File: src/rtl/core/kaf_pkg.sv
`timescale 1ns / 1ps
// ----------------------------------------------------------------------------
// kaf_pkg
// Types, constants and fixed-point helpers shared by the angle filter modules.
// ----------------------------------------------------------------------------
package kaf_pkg;

	localparam int DW   = 32;            // state and field width
	localparam int NW   = 31;            // noise register width
	localparam int TW   = 16;            // time step width
	localparam int IW   = 36;            // multiplier operand A width
	localparam int BW   = 33;            // multiplier operand B width, divisor width
	localparam int PW   = IW + BW;       // product width
	localparam int XW   = PW + 1;        // working width for sums
	localparam int RW   = BW + 1;        // divider partial remainder width
	localparam int CIW  = 2;             // register index width
	localparam int CNTW = $clog2(DW);    // quotient bit counter width

	typedef logic signed [DW-1:0] word_t;
	typedef logic signed [PW-1:0] prod_t;
	typedef logic signed [XW-1:0] wide_t;

	localparam logic [2:0] OP_NONE   = 3'd0;
	localparam logic [2:0] OP_LOAD   = 3'd1;
	localparam logic [2:0] OP_MUL    = 3'd2;
	localparam logic [2:0] OP_WB     = 3'd3;
	localparam logic [2:0] OP_DLOAD  = 3'd4;
	localparam logic [2:0] OP_DSTEP  = 3'd5;
	localparam logic [2:0] OP_DSTORE = 3'd6;
	localparam logic [2:0] OP_OUT    = 3'd7;

	localparam logic [3:0] STP_RATE  = 4'd0;
	localparam logic [3:0] STP_BB    = 4'd1;
	localparam logic [3:0] STP_INNER = 4'd2;
	localparam logic [3:0] STP_QB    = 4'd3;
	localparam logic [3:0] STP_ANG   = 4'd4;
	localparam logic [3:0] STP_BIAS  = 4'd5;
	localparam logic [3:0] STP_AA    = 4'd6;
	localparam logic [3:0] STP_AB    = 4'd7;
	localparam logic [3:0] STP_BA    = 4'd8;
	localparam logic [3:0] STP_LAST  = 4'd9;

	localparam logic [CIW-1:0] REG_QA = 2'd0;
	localparam logic [CIW-1:0] REG_QB = 2'd1;
	localparam logic [CIW-1:0] REG_RM = 2'd2;

	localparam logic [NW-1:0] QA_RST = 31'd16777;
	localparam logic [NW-1:0] QB_RST = 31'd50332;
	localparam logic [NW-1:0] RM_RST = 31'd503316;

	localparam wide_t WMAX = wide_t'(64'sd2147483647);
	localparam wide_t WMIN = wide_t'(-64'sd2147483648);
	localparam prod_t RND16 = prod_t'(64'sd32768);
	localparam prod_t RND30 = prod_t'(64'sd536870912);

	typedef struct packed {
		logic [2:0] op;
		logic [3:0] idx;
		logic       gsel;
	} cmd_t;

	function automatic wide_t sx(input word_t v);
		return {{(XW-DW){v[DW-1]}}, v};
	endfunction

	function automatic wide_t px(input prod_t v);
		return {v[PW-1], v};
	endfunction

	function automatic word_t sat32(input wide_t x);
		word_t r;
		if (x > WMAX)
			r = word_t'(WMAX[DW-1:0]);
		else if (x < WMIN)
			r = word_t'(WMIN[DW-1:0]);
		else
			r = word_t'(x[DW-1:0]);
		return r;
	endfunction

	function automatic prod_t rnd16(input prod_t p);
		prod_t t;
		t = p + RND16;
		return t >>> 16;
	endfunction

	function automatic prod_t rnd30(input prod_t p);
		prod_t t;
		t = p + RND30;
		return t >>> 30;
	endfunction

endpackage

File: src/rtl/core/kaf_controller.sv
`timescale 1ns / 1ps
// ----------------------------------------------------------------------------
// kaf_controller
// Sequencer for predict, gain division, correct and result hand-off.
// ----------------------------------------------------------------------------
module kaf_controller (
	input  logic          clk,
	input  logic          arst_n,
	input  logic          in_valid,
	output logic          in_stall,
	output logic          out_valid,
	input  logic          out_stall,
	output kaf_pkg::cmd_t cmd
);
	import kaf_pkg::*;

	localparam logic [2:0] S_IDLE  = 3'd0;
	localparam logic [2:0] S_MUL   = 3'd1;
	localparam logic [2:0] S_WB    = 3'd2;
	localparam logic [2:0] S_DLD   = 3'd3;
	localparam logic [2:0] S_DSTEP = 3'd4;
	localparam logic [2:0] S_DSTO  = 3'd5;
	localparam logic [2:0] S_FIN   = 3'd6;

	logic [2:0] state_q;
	logic [3:0] idx_q;
	logic gsel_q;
	logic [CNTW-1:0] cnt_q;
	logic out_valid_q;
	logic out_free;

	assign in_stall  = (state_q != S_IDLE);
	assign out_valid = out_valid_q;
	assign out_free  = !out_valid_q || !out_stall;

	always_comb begin
		cmd.op   = OP_NONE;
		cmd.idx  = idx_q;
		cmd.gsel = gsel_q;
		case (state_q)
			S_IDLE:  cmd.op = in_valid ? OP_LOAD : OP_NONE;
			S_MUL:   cmd.op = OP_MUL;
			S_WB:    cmd.op = OP_WB;
			S_DLD:   cmd.op = OP_DLOAD;
			S_DSTEP: cmd.op = OP_DSTEP;
			S_DSTO:  cmd.op = OP_DSTORE;
			S_FIN:   cmd.op = out_free ? OP_OUT : OP_NONE;
			default: cmd.op = OP_NONE;
		endcase
	end

	always_ff @(posedge clk or negedge arst_n) begin
		if (!arst_n) begin
			state_q     <= S_IDLE;
			idx_q       <= STP_RATE;
			gsel_q      <= 1'b0;
			cnt_q       <= '0;
			out_valid_q <= 1'b0;
		end else begin
			if (state_q == S_FIN && out_free)
				out_valid_q <= 1'b1;
			else if (!out_stall)
				out_valid_q <= 1'b0;
			case (state_q)
				S_IDLE: begin
					if (in_valid) begin
						idx_q   <= STP_RATE;
						state_q <= S_MUL;
					end
				end
				S_MUL: state_q <= S_WB;
				S_WB: begin
					if (idx_q == STP_QB) begin
						gsel_q  <= 1'b0;
						state_q <= S_DLD;
					end else if (idx_q == STP_LAST) begin
						state_q <= S_FIN;
					end else begin
						idx_q   <= idx_q + 4'd1;
						state_q <= S_MUL;
					end
				end
				S_DLD: begin
					cnt_q   <= '0;
					state_q <= S_DSTEP;
				end
				S_DSTEP: begin
					cnt_q <= cnt_q + 1'b1;
					if (cnt_q == CNTW'(DW - 1))
						state_q <= S_DSTO;
				end
				S_DSTO: begin
					if (gsel_q) begin
						idx_q   <= STP_ANG;
						state_q <= S_MUL;
					end else begin
						gsel_q  <= 1'b1;
						state_q <= S_DLD;
					end
				end
				S_FIN: begin
					if (out_free)
						state_q <= S_IDLE;
				end
				default: state_q <= S_IDLE;
			endcase
		end
	end

endmodule
File: config.mk
export PLATFORM = sky130hd
export DESIGN_NAME = kaf_controller
export DESIGN_NICKNAME = d
export VERILOG_FILES = /design/src/rtl/core/kaf_pkg.sv /design/src/rtl/core/kaf_controller.sv
export SDC_FILE = /design/constraint.sdc
export NUM_CORES = 1
export LEC_CHECK = 0
export ABC_AREA = 1
export BUFFER_PORTS_ARGS = -buffer_cell sky130_fd_sc_hd__buf_2
export CAP_MARGIN = 20
export CORE_MARGIN = 2
export CORE_UTILIZATION = 48
export DETAILED_ROUTE_END_ITERATION = 7
export HOLD_SLACK_MARGIN = 0.15
export PLACE_DENSITY = 0.72
export SLEW_MARGIN = 20
export SYNTH_ARGS = -nofsm -noshare
export SYNTH_HDL_FRONTEND = slang
export SYNTH_SLANG_ARGS = --single-unit
File: constraint.sdc
create_clock -name clk -period 1.35 [get_ports clk]
set_input_delay 0.27 -clock clk [delete_from_list [all_inputs] [get_ports clk]]
set_output_delay 0.27 -clock clk [all_outputs]
set_load 0.1 [all_outputs]
# After elaboration in Yosys (flattened, before gate mapping)
# Cells that the tools add are included.
# word_totals
regBits,14
input_bits,4
out_inout_bits,10
wordCells,56
# op_classes
addsub,2
eq_ne,17
n_mux,20
reduce_logical,12
# ops
op,n
$pmux W3 S7,2
$mux W3,6
$mux W4,4
$ne A2 B2 Y1 const B,7
$pmux W4 S3,1
$pmux W5 S2,1
$eq A3 B3 Y1 const B,3
$eq A3 B2 Y1 const B,2
$reduce_bool A3 Y1,2
$add A5 B1 Y5 const B,1
$eq A5 B5 Y1 const B,1
$reduce_and A5 Y1,1
$add A4 B1 Y4 const B,1
$eq A4 B2 Y1 const B,1
$eq A4 B4 Y1 const B,1
$mux W1,4
$reduce_bool A2 Y1,2
$eq A3 B1 Y1 const B,1
$logic_not A3 Y1,1
$reduce_and A3 Y1,1
$logic_not A1 Y1,2
$mux W2,1
$ne A2 B1 Y1 const B,1
$pmux W1 S2,1
3 further kinds,3

# Depth between registers and ports, before layout
# depth
word_depth,4
depth_mapped,8
mapped_depth_nobuf,8

# Worst setup path before layout
# No wires, ideal clock.
# synth_timing
kind,register -> output
startpoint,reg state_q[0]
endpoint,out cmd[5] (netlist bit)
arrival_ns,3.052
t_required_ns,1.080
slack_ns,-1.972
stages_incl_launch_ff,4
n_path_buf,0
cell_sequence,dfrtp_1 nor2_2 nand2_1 o2111ai_1
# synth_rtl
item,line_no,source
"start, declared",kaf_controller.sv:25,logic [2:0] state_q;
"start signal, assigned",kaf_controller.sv:54,state_q <= S_IDLE;
"start signal, assigned",kaf_controller.sv:68,state_q <= S_MUL;
"start signal, assigned",kaf_controller.sv:71,S_MUL: state_q <= S_WB;
"end, declared",kaf_controller.sv:13,output kaf_pkg::cmd_t cmd

==> impl_metrics.toml <==
[timing]
layout_min_cycle_time_ns = 1.87
layout_setup_ws_ns = -0.517
tightest_slew_ns = 0.354
fin_skew_ns = 0.00759
report.final.hold_viol_count = 0
slew_headroom_pct = 76.4
slew_violations = 0
setup_viol = 18
rsz0062_at_grt = "true"
tns_ns = -3.66
min_period_over_period_pct = 138
clock.fmax_mhz = 536

[layout]
drive_gt1_share_pct = 59.7
design_area_sq_mm = 0.00166
antenna_cells = 0
finalNetCount = 163
final_common_cell = "buf_4"
area_growth_pct = 91.3
layout_common_cells = "buf_4 (19), nand2_1 (16), nor2_1 (10), buf_12 (10), buf_6 (8)"

[setup_path]
crit_fanout = 3
crit_chain = "inv_2, nor3_4, buf_6, a21boi_4, nand3_4, buf_12"
r2r_setup_slack_ns = -0.24
critical_path.max_stage_delay_ns = 0.42
arrival_ns = 1.60
timing.rr.end = "state_q[0]$_DFFE_PN0P_"
critPathBufInv = 3
reg2regPathDepth = 8
slowest_stage = "dfrtp_1"
crit_path_end_kind = "output port"
critical_path_required_ns = 1.08
crit_family = "buffers and inverters"
critPathLaunchType = "register"
r2r_start = "state_q[0]$_DFFE_PN0P_"
critPathKind = "register to output port"

[synth]
syn_nets = 118
synth_cell_types = 25
ys_seq_elements = 14
yosysTopAreaCell = "dfrtp_1"
avgSynthCellArea_sq_um = 7.87
yosysTopAreaCellShare_pct = 40.5
yosysWarnings = 0
synth_area_leaders = "dfrtp_1 (40%), nand2_1 (11%), nand3_1 (6.4%)"
synth_area_sq_um = 866
ys_seq_area_share_pct = 40.5
synth_cells = 110

[outcome]
violations = "negative setup slack"
status = "finished with violations"

[detailed_routing]
drtPass1Iterations = 5
drt_wl_total_mm = 4.15
num_vias = 1142
drt-vias-per-instance = 6.38
drc = 0
first_iter_violations = 121
wl_per_cell_microns = 23.2
antenna_left = 0

[placed_design]
place_ws_ns = -0.140
portBuffers = 13
dp_hpwl_mm = 1.71
placement.cell_area_sq_mm = 0.00139
finalWeightedCongestion = 0.779

[worst_hold_path]
whs_path_depth = 3
min_path_type = "primary input to register"
whs_endpoint = "out_valid$_DFFE_PN0P_"
hp-start = "out_stall"

[floorplan]
start_util_pct = 50.7
die_width_microns = 46.5
io-pin-count = 14
die_h_microns = 46.5
coreArea_sq_mm = 0.00171
rows = 15
dieArea_sq_mm = 0.00216

[clock_network]
cts_inserted_buffers = 3
htree_levels = 1
cts_buffer_depth = 2
tritoncts = "built"
clock_latency_ns = 0.29
clock_tree.root_cell = "clkbuf_4"
cts_sinks = 14
path_clk_slew_ns = 0.10

[global_route]
antenna_found_initial = 0
grt_max_degree = 15
overflow = 0
grt_first_pass_wirelength_mm = 4.24
grtUsageTotal_pct = 28.8
grt_pass1_vias = 947

[job]
max-cap-violations = 0
==> worst max path at each step <==
stage	startpoint	end	slack, ns	cells after the start
5_1_grt	state_q[1]$_DFFE_PN0P_	cmd[6]	-0.55	6
4_1_cts	state_q[2]$_DFFE_PN0P_	cmd[6]	-0.43	6
3_3_place_gp	state_q[2]$_DFFE_PN0P_	cmd[6]	-0.11	6
3_5_place_dp	state_q[2]$_DFFE_PN0P_	cmd[6]	-0.14	6
2_1_floorplan	state_q[2]$_DFFE_PN0P_	cmd[5]	-0.40	3
6_report	state_q[1]$_DFFE_PN0P_	cmd[6]	-0.52	6
==> cells in the mapped netlist <==
library cell / instances
o31ai_1: 1
nor2_2: 2
o21ai_1: 2
a21oi_1: 3
dfrtp_1: 14
inv_4: 2
a21o_1: 1
nand2_2: 2
nand3_1: 11
inv_1: 9
inv_2: 5
nand2_1: 25
or2_1: 1
a21oi_2: 1
o2111ai_1: 1
o21ai_0: 3
nand4_1: 2
nor3_2: 1
nand2_4: 1
ha_1: 4
buf_4: 1
a22o_1: 2
nor2_1: 11
a21boi_0: 1
nand3_2: 4
==> worst register-to-register path, stage by stage, from the launching register on <==
cell,delay [ns]
dfrtp_2,0.49
buf_4,0.17
inv_4,0.06
nand3_4,0.11
buf_4,0.16
buf_6,0.12
or2_1,0.23
nand3_1,0.09
nor2_1,0.05
==> flip-flops by register name, indices dropped and copies added (netlist names) <==
name,count
cnt_q,5
gsel_q,1
idx_q,4
out_valid,1
state_q,3
==> logic make-up after synthesis <==
kind of cell	Yosys count	synth area share (%)
flip-flops	14	40.5
AO/OA/AOI/OAI	15	11.3
AND/OR/NAND/NOR	60	34.1
adder cells (fa/ha/maj)	4	5.78
buffers and inverters	17	8.38
==> metrics by stage <==
step           hold WS, ns  util (%)  cells
3_5_place_dp         0.185      81.1    165
4_1_cts              0.248      91.8    177
2_1_floorplan      -0.0256         -    110
5_1_grt              0.284      97.0    179
3_3_place_gp         0.181      81.1    165
6_report             0.283      97.0    179
==> area by class of cell <==
cell class	count	area [sq um]
Multi-Input combinational cell	79	682
Timing Repair Buffer	41	458
Sequential cell	14	372
Inverter	16	77.6
Fill cell	27	51.3
Clock buffer	4	36.3
Tap cell	25	31.3
==> routing by layer <==
layer  global-route usage [%]  wire length [microns]  vias up
met2                     46.7                   1950      138
met1                     37.3                   1370      509
met4                     11.4                    285        0
met3                     5.88                    543       39
li1                         -                      -      456
met5                        0                      0        -
==> repair_timing <==
| action | CTS | global route |
|---|---|---|
| gates resized for setup | 21 | 21 |
| hold endpoints to repair | 14 | 0 |
| buffers inserted | 8 | 7 |
| cloned | 0 | 0 |
| pin swaps | 9 | 15 |
| setup endpoints to repair | 13 | 17 |
| hold buffers | 1 | 0 |
Power is not shown: default switching activity piles up to over one toggle a cycle in this logic, so the estimate is an artifact.
